**src/rtl/text_console_writer_core_macros.svh**
```systemverilog
// Assertion macros shared by the text console writer RTL.
`ifndef TEXT_CONSOLE_WRITER_CORE_MACROS_SVH
`define TEXT_CONSOLE_WRITER_CORE_MACROS_SVH

// Implication checked in the same cycle.
`define TCW_ASSERT_SAME(label, clk, rstn, pre, post, msg) \
    label: assert property (@(posedge clk) disable iff (!rstn) (pre) |-> (post)) \
        else $error(msg);

// Implication checked in the next cycle.
`define TCW_ASSERT_NEXT(label, clk, rstn, pre, post, msg) \
    label: assert property (@(posedge clk) disable iff (!rstn) (pre) |=> (post)) \
        else $error(msg);

`endif

```
**src/rtl/tcw_pkg.sv**
```systemverilog
// Types, codes and control word layout for the text console writer.
package tcw_pkg;

    // Operation codes of the func field
    typedef enum logic [1:0] {
        FN_PUT    = 2'd0,
        FN_READ   = 2'd1,
        FN_SETCUR = 2'd2,
        FN_CLEAR  = 2'd3
    } tcw_func_t;

    // Character codes
    localparam logic [7:0] CH_BS    = 8'h08;
    localparam logic [7:0] CH_TAB   = 8'h09;
    localparam logic [7:0] CH_LF    = 8'h0A;
    localparam logic [7:0] CH_CR    = 8'h0D;
    localparam logic [7:0] CH_SPACE = 8'h20;

    localparam logic [7:0] RESET_ATTR = 8'h07;
    localparam logic [3:0] RESET_FG   = 4'd7;
    localparam logic [3:0] RESET_BG   = 4'd0;

    // Configuration register indexes
    localparam int CFG_IDX_W = 2;
    localparam logic [CFG_IDX_W-1:0] REG_FOREGROUND = 2'd0;
    localparam logic [CFG_IDX_W-1:0] REG_BACKGROUND = 2'd1;

    typedef struct packed {
        tcw_func_t  func;
        logic [7:0] char_code;
        logic [4:0] target_row;
        logic [6:0] target_column;
    } tcw_in_t;

    typedef struct packed {
        logic [7:0]  cell_char;
        logic [7:0]  cell_attr;
        logic [4:0]  cursor_row_out;
        logic [6:0]  cursor_column_out;
        logic [10:0] cursor_linear;
    } tcw_out_t;

    // Microprogram steps
    typedef enum logic [3:0] {
        ST_INIT      = 4'd0,
        ST_IDLE      = 4'd1,
        ST_PRINT     = 4'd2,
        ST_TAB       = 4'd3,
        ST_NL        = 4'd4,
        ST_CR        = 4'd5,
        ST_BS        = 4'd6,
        ST_BS_WR     = 4'd7,
        ST_READ      = 4'd8,
        ST_SETCUR    = 4'd9,
        ST_CLEAR     = 4'd10,
        ST_SCR_PRIME = 4'd11,
        ST_SCR_COPY  = 4'd12,
        ST_SCR_BLANK = 4'd13,
        ST_FIN       = 4'd14
    } tcw_step_t;

    // Jump conditions
    typedef enum logic [2:0] {
        C_ALWAYS   = 3'd0,
        C_ACCEPT   = 3'd1,
        C_PTR_LAST = 3'd2,
        C_COPY_END = 3'd3,
        C_COL_WRAP = 3'd4,
        C_TAB_WRAP = 3'd5,
        C_LAST_ROW = 3'd6,
        C_OUT_FREE = 3'd7
    } tcw_cond_t;

    // Cell write data select
    typedef enum logic [1:0] {
        W_CHAR  = 2'd0,
        W_BLANK = 2'd1,
        W_RESET = 2'd2,
        W_COPY  = 2'd3
    } tcw_wsel_t;

    // Cell write address select
    typedef enum logic {
        A_CURSOR = 1'b0,
        A_PTR    = 1'b1
    } tcw_asel_t;

    // Sweep pointer operation
    typedef enum logic [1:0] {
        P_HOLD = 2'd0,
        P_ZERO = 2'd1,
        P_INC  = 2'd2
    } tcw_ptr_t;

    // Cursor operation
    typedef enum logic [2:0] {
        U_HOLD   = 3'd0,
        U_ZERO   = 3'd1,
        U_SET    = 3'd2,
        U_CR     = 3'd3,
        U_TAB    = 3'd4,
        U_INC    = 3'd5,
        U_NEWROW = 3'd6,
        U_BS     = 3'd7
    } tcw_cur_t;

    // One control word of the microprogram
    typedef struct packed {
        tcw_cond_t cond;
        tcw_step_t t_true;
        tcw_step_t t_false;
        logic      ready;
        logic      wr_en;
        tcw_wsel_t wsel;
        tcw_asel_t wa_sel;
        logic      rd_src;
        tcw_ptr_t  ptr_op;
        tcw_cur_t  cur_op;
        logic      done;
    } tcw_ctl_t;

    // Datapath flags seen by the sequencer
    typedef struct packed {
        logic out_free;
        logic ptr_last;
        logic copy_end;
        logic col_wrap;
        logic tab_wrap;
        logic last_row;
    } tcw_status_t;

endpackage

```
**src/rtl/tcw_sequencer.sv**
```systemverilog
// Microcode sequencer: step counter, control ROM, jump logic and dispatch.
module tcw_sequencer (
    input  logic                clk,
    input  logic                rstn,
    input  logic                s_valid,
    input  tcw_pkg::tcw_in_t    s_data,
    input  tcw_pkg::tcw_status_t status,
    output tcw_pkg::tcw_ctl_t   ctl,
    output logic                s_ready,
    output logic                accept
);
    import tcw_pkg::*;

    tcw_step_t upc_reg, upc_next;
    tcw_ctl_t  word;
    logic      cond_true;

    // Control ROM
    function automatic tcw_ctl_t ucode(input tcw_step_t st);
        tcw_ctl_t w;
        w = '0;
        w.cond    = C_ALWAYS;
        w.t_true  = ST_IDLE;
        w.t_false = ST_IDLE;
        w.wsel    = W_BLANK;
        w.wa_sel  = A_CURSOR;
        w.ptr_op  = P_HOLD;
        w.cur_op  = U_HOLD;
        unique case (st)
            ST_INIT: begin
                w.wr_en = 1'b1; w.wsel = W_RESET; w.wa_sel = A_PTR; w.ptr_op = P_INC;
                w.cond = C_PTR_LAST; w.t_true = ST_IDLE; w.t_false = ST_INIT;
            end
            ST_IDLE: begin
                w.ready = 1'b1; w.ptr_op = P_ZERO;
                w.cond = C_ACCEPT; w.t_true = ST_IDLE; w.t_false = ST_IDLE;
            end
            ST_PRINT: begin
                w.wr_en = 1'b1; w.wsel = W_CHAR; w.cur_op = U_INC;
                w.cond = C_COL_WRAP; w.t_true = ST_NL; w.t_false = ST_FIN;
            end
            ST_TAB: begin
                w.cur_op = U_TAB;
                w.cond = C_TAB_WRAP; w.t_true = ST_NL; w.t_false = ST_FIN;
            end
            ST_NL: begin
                w.cur_op = U_NEWROW;
                w.cond = C_LAST_ROW; w.t_true = ST_SCR_PRIME; w.t_false = ST_FIN;
            end
            ST_CR: begin
                w.cur_op = U_CR; w.t_true = ST_FIN;
            end
            ST_BS: begin
                w.cur_op = U_BS; w.t_true = ST_BS_WR;
            end
            ST_BS_WR: begin
                w.wr_en = 1'b1; w.wsel = W_BLANK; w.t_true = ST_FIN;
            end
            ST_READ: begin
                w.t_true = ST_FIN;
            end
            ST_SETCUR: begin
                w.cur_op = U_SET; w.t_true = ST_FIN;
            end
            ST_CLEAR: begin
                w.wr_en = 1'b1; w.wsel = W_BLANK; w.wa_sel = A_PTR; w.ptr_op = P_INC;
                w.cur_op = U_ZERO;
                w.cond = C_PTR_LAST; w.t_true = ST_FIN; w.t_false = ST_CLEAR;
            end
            ST_SCR_PRIME: begin
                w.rd_src = 1'b1; w.t_true = ST_SCR_COPY;
            end
            ST_SCR_COPY: begin
                w.wr_en = 1'b1; w.wsel = W_COPY; w.wa_sel = A_PTR; w.ptr_op = P_INC;
                w.rd_src = 1'b1;
                w.cond = C_COPY_END; w.t_true = ST_SCR_BLANK; w.t_false = ST_SCR_COPY;
            end
            ST_SCR_BLANK: begin
                w.wr_en = 1'b1; w.wsel = W_BLANK; w.wa_sel = A_PTR; w.ptr_op = P_INC;
                w.cond = C_PTR_LAST; w.t_true = ST_FIN; w.t_false = ST_SCR_BLANK;
            end
            ST_FIN: begin
                w.done = 1'b1;
                w.cond = C_OUT_FREE; w.t_true = ST_IDLE; w.t_false = ST_FIN;
            end
            default: begin
                w.t_true = ST_IDLE;
            end
        endcase
        return w;
    endfunction

    // Entry point of each operation
    function automatic tcw_step_t dispatch(input tcw_in_t d);
        tcw_step_t st;
        st = ST_PRINT;
        unique case (d.func)
            FN_PUT: begin
                unique case (d.char_code)
                    CH_LF:   st = ST_NL;
                    CH_CR:   st = ST_CR;
                    CH_TAB:  st = ST_TAB;
                    CH_BS:   st = ST_BS;
                    default: st = ST_PRINT;
                endcase
            end
            FN_READ:   st = ST_READ;
            FN_SETCUR: st = ST_SETCUR;
            FN_CLEAR:  st = ST_CLEAR;
        endcase
        return st;
    endfunction

    assign word    = ucode(upc_reg);
    assign ctl     = word;
    assign s_ready = word.ready;
    assign accept  = s_valid && word.ready;

    // Condition select
    always_comb begin
        unique case (word.cond)
            C_ALWAYS:   cond_true = 1'b1;
            C_ACCEPT:   cond_true = accept;
            C_PTR_LAST: cond_true = status.ptr_last;
            C_COPY_END: cond_true = status.copy_end;
            C_COL_WRAP: cond_true = status.col_wrap;
            C_TAB_WRAP: cond_true = status.tab_wrap;
            C_LAST_ROW: cond_true = status.last_row;
            C_OUT_FREE: cond_true = status.out_free;
        endcase
    end

    // Next step
    always_comb begin
        if (!cond_true) begin
            upc_next = word.t_false;
        end else if (word.cond == C_ACCEPT) begin
            upc_next = dispatch(s_data);
        end else begin
            upc_next = word.t_true;
        end
    end

    always_ff @(posedge clk) begin
        if (!rstn) begin
            upc_reg <= ST_INIT;
        end else begin
            upc_reg <= upc_next;
        end
    end

endmodule

```
**config.mk**
```make
export PLATFORM = sky130hd
export DESIGN_NAME = tcw_sequencer
export DESIGN_NICKNAME = d
export VERILOG_FILES = /design/src/rtl/text_console_writer_core_macros.svh /design/src/rtl/tcw_pkg.sv /design/src/rtl/tcw_sequencer.sv
export SDC_FILE = /design/constraint.sdc
export NUM_CORES = 1
export LEC_CHECK = 0
export CORE_MARGIN = 10
export CORE_UTILIZATION = 45
export CTS_CLUSTER_DIAMETER = 30
export DETAILED_ROUTE_END_ITERATION = 8
export DONT_BUFFER_PORTS = 1
export GPL_TIMING_DRIVEN = 0
export HOLD_SLACK_MARGIN = 0.15
export PLACE_DENSITY = 0.57
export RECOVER_POWER = 25
export SKIP_CTS_REPAIR_TIMING = 1
export SYNTH_ARGS = -nofsm -noshare
export SYNTH_HDL_FRONTEND = slang
export SYNTH_SLANG_ARGS = --single-unit
```
**constraint.sdc**
```tcl
create_clock -name clk -period 2.9 [get_ports clk]
set_clock_uncertainty 0.1 [all_clocks]
set_input_delay 0.435 -clock clk [delete_from_list [all_inputs] [get_ports clk]]
set_output_delay 0.435 -clock clk [all_outputs]
set_load 0.01 [all_outputs]
```
Yosys cells after proc, flatten, opt, wreduce, memory -nomap -nowiden

Cells that the tools add are included.

Bits in registers: 4
Latch bits: 0
Bits in writable memories: 0
Bits in read-only memories: 0
Output and inout bits: 25
Logic and storage cells: 55
Memories: 0

Add/subtract/negate cells: 0
Multipliers: 0
Div/mod/pow operators: 0
$lt $le $gt $ge: 0
Equal/unequal tests: 28
Shift operators: 0
Muxes and demuxes: 15
Bitwise gates (word level): 0
Reduce and logical (&&, ||, !) cells: 11

Operators by type and width:

| operator                                       | number |
|---|---|
| one-hot mux 3 bit (7 select lines)             | 2 |
| == test 8 x 4 -> 1 bit (second input constant) | 4 |
| == test 4 bit (second input constant)          | 7 |
| one-hot mux 3 bit (4 select lines)             | 2 |
| one-hot mux 4 bit (6 select lines)             | 1 |
| one-hot mux 4 bit (5 select lines)             | 1 |
| == test 4 x 3 -> 1 bit (second input constant) | 4 |
| one-hot mux 4 bit (4 select lines)             | 1 |
| == test 3 bit (second input constant)          | 4 |
| == test 4 x 2 -> 1 bit (second input constant) | 2 |
| 2-to-1 mux 4 bit                               | 2 |
| one-hot mux 1 bit (8 select lines)             | 1 |
| OR reduction 4 bit                             | 2 |
| == test 3 x 2 -> 1 bit (second input constant) | 2 |
| OR reduction 3 bit                             | 2 |
| OR reduction 6 bit                             | 1 |
| == test 2 bit (second input constant)          | 2 |
| == test 4 x 1 -> 1 bit (second input constant) | 1 |
| zero test 4 bit                                | 1 |
| 2-to-1 mux 1 bit                               | 4 |
| one-hot mux 2 bit (2 select lines)             | 1 |
| OR reduction 2 bit                             | 2 |
| == test 3 x 1 -> 1 bit (second input constant) | 1 |
| zero test 3 bit                                | 1 |
| 3 further kinds                                | 3 |

Longest topological paths before layout

Depth after elaboration: 6
Mapped depth: 7
Mapped depth without buffers: 5

Worst setup path after synthesis

OpenSTA, ideal clock, no wires.

Kind: flip-flop to output port
From: register upc_reg[0]
To: output port ctl[4] (netlist bit)
Arrival time: 1.249 ns
Data required time: 2.365 ns
Setup slack: 1.116 ns
Stages on the path, launching flop included: 4
Buffers on the path: 2
Path through: dfxtp_1 -> buf_4 -> clkbuf_1 -> nor4b_1

RTL lines:

| element                | RTL line             | source |
|---|---|---|
| start, declared        | tcw_sequencer.sv:14  | `tcw_step_t upc_reg, upc_next;` |
| start signal, assigned | tcw_sequencer.sv:148 | `upc_reg <= upc_next;` |
| end, declared          | tcw_sequencer.sv:8   | `output tcw_pkg::tcw_ctl_t ctl,` |

==> flow_summary_export.csv <==
group,metric,value,unit
flow_run,maxCapViolCount,0,
critical_path,path_depth,5,
clocking,clk_latency,0.23,ns
critical_path,regToRegSetupSlack,0.73,ns
critical_path,critPathMaxFanout,10,
floorplan,pin_count,56,
logic_synthesis,avgSynthCellArea,7.336,µm²
timing,hold_slack,0.2531,ns
clocking,clockBufferDepth,2,
final_layout,nFillCells,202,
clocking,path_clk_slew,0.04,ns
critical_path,crit_chain,"buf_6 -> clkbuf_1 -> buf_2 -> nor2_1 -> a211oi_1",
place,dpl.hpwl,2230,µm
critical_path,crit_arrival,1.96,ns
logic_synthesis,yosysSeqAreaShare,9.329,%
critical_path,crit_end,"ctl[15]",
critical_path,start_kind,"flip-flop",
clocking,htreeDepth,1,
global_routing,antenna_found_initial,0,
critical_path,crit_start,"upc_reg[1]",
clocking,numClockSinks,4,
logic_synthesis,synth_area_leaders,"dfxtp_1, nand2_1, mux2i_1",
logic_synthesis,yosys_register_bits,4,
timing,clock.fmax,400.7,MHz
place,dpl.cell_count,142,
logic_synthesis,synthCells,117,
power_and_ir_drop,power.density,1638,mW/mm²
route,dr.first_iter.drc_count,30,
logic_synthesis,synth_flop_cell,"dfxtp_1",
critical_path,path_class,"flip-flop to output pin",
place,io_buffers,0,
critical_path,timing.rr.end,"upc_reg[3]",
timing,hold_viol_final,0,
critical_path,r2r_start,"upc_reg[1]",
floorplan,core,0.001764,mm²
critical_path,critical_path.endpoint_type,"output pin",
final_layout,diodes,0,
route,wl_per_cell,18.92,µm
power_and_ir_drop,leakage,0.3373,nW
global_routing,grt_pass1_vias,860,
final_layout,instances_no_fill,145,
place,gp_congestion,0.8649,
worst_hold_path,hp-class,"primary input to flip-flop",
critical_path,slowest_stage,"a211oi_1",
final_layout,largest_reg_flops,4,
final_layout,syn2layout_area_growth,5.248,%
critical_path,path_buf_inv,3,
logic_synthesis,syn-num-nets,148,
global_routing,grt_first_pass_wirelength,4119,µm
route,dr.pass1.iters,4,
power_and_ir_drop,total_power,0.001480,W
critical_path,required,2.37,ns
floorplan,start_util,48.65,%
global_routing,overflow,0,
logic_synthesis,synthDistinctLibCells,38,
floorplan,die_width,63.68,µm
logic_synthesis,synth_edf_count,0,
critical_path,crit_family,"buffers and inverters",
final_layout,drive_gt1_share,16.67,%
logic_synthesis,synth_largest_area_cell,"dfxtp_1",
global_routing,grt_usage,12.22,%
final_layout,final_cell_mix,"nand2_1, o21ai_0, nor2_1, nor2b_1, a21oi_1",
timing,min_period_over_period,86.06,%
final_layout,finalNetCount,153,
clocking,cts_tree,"built",
floorplan,dieArea,0.004055,mm²
place,pre_cts_slack,0.8721,ns
timing,fin_ws,0.4044,ns
final_layout,multi_input_area,681.9,µm²
run_status,outcome,"finished, final reports clean",
route,num_vias,905,
clocking,cts_buffers,3,
global_routing,grt_max_degree,11,
critical_path,critPathMaxStageDelay,0.54,ns
route,detail_route.drc_violations,0,
timing,finalMaxSlewViolations,0,
route,via_per_inst,6.241,
power_and_ir_drop,ir_drop,0.8175,mV
timing,period_needed,2.496,ns
critical_path,ff2ff_path_depth,7,
logic_synthesis,synth_top_area_share,9.329,%
logic_synthesis,netlist_area,858.3,µm²
timing,grt_setup_unrepaired,"no",
floorplan,fp-row-count,15,
final_layout,final_common_cell,"nand2_1",
clocking,cts_root_buf,"clkbuf_4",
floorplan,die_y,63.68,µm
logic_synthesis,ys_async_sr_fraction,0,%
timing,tns,0,ns
timing,worst_pin_slew,0.6002,ns
route,wl,2743,µm
timing,setup_violations,0,
logic_synthesis,synth_warnings,0,
timing,slew_headroom,59.75,%
route,drtAntennaViolNets,0,
final_layout,regArea,80.08,µm²
[cell usage after synthesis (2+ instances only)]
cell and instances:
o21ai_0 9, nor3_1 4, o22ai_1 5, nand2_1 14, a21o_1 2, nor4_1 2, nand2b_1 4, buf_4 3
mux2i_1 5, nor4b_1 2, or3_1 3, o21a_1 2, buf_2 2, dfxtp_1 4, and2_1 2, nor2_1 8
a211oi_1 2, o21ai_1 2, a31oi_1 3, buf_6 4, nor2b_1 8, inv_1 4, o31ai_4 2, a21oi_1 7
[per-layer routing]
layer / global-route usage (%) / part of all wire, % / wire (µm)
met2: 19.22 / 47 / 1291
met4: 5.191 / 1.5 / 42
met3: 6.360 / 14 / 371
met5: 0 / 0 / 0
met1: 13.39 / 38 / 1037
[power breakdown]
group | switching, W | leakage [nW] | internal [W] | total (W)
Combinational | 0.000823 | 0.291 | 0.000475 | 0.00130
Sequential | 0.0000317 | 0.0328 | 0.0000844 | 0.000116
Clock | 0.0000200 | 0.0138 | 0.0000461 | 0.0000661
[metrics by stage]
step                instance area [µm²]  util, %
floorplan                         858.3        -
global placement                  889.6    50.43
detailed placement                889.6    50.43
CTS                               912.1    51.70
global route                      903.4    51.21
finish                            903.4    51.21
[area by class of cell]
| class | instances | area share [%] |
|---|---|---|
| multi-input cells | 99 | 75.48 |
| plain buffers | 10 | 8.033 |
| flip-flops and latches | 4 | 8.864 |
| clock buffers | 3 | 2.493 |
| well taps | 25 | 3.463 |
| inverters | 4 | 1.662 |
[worst min-delay path by stage]
stage	from	endpoint	cells after the start
5_1_grt	rstn	upc_reg[1]	2
3_5_place_dp	rstn	upc_reg[1]	2
6_report	rstn	upc_reg[1]	2
2_1_floorplan	rstn	upc_reg[0]	2
4_1_cts	rstn	upc_reg[1]	2
3_3_place_gp	rstn	upc_reg[2]	2
[kinds of logic after synthesis]
kind of cell	Yosys count	synth area share [%]
AO/OA/AOI/OAI	41	35.42
XOR/XNOR	1	3.207
buffers and inverters	14	11.22
flip-flops	4	9.330
multiplexers	5	5.831
AND/OR/NAND/NOR	52	34.98
Power figures use the tool's default switching activity.
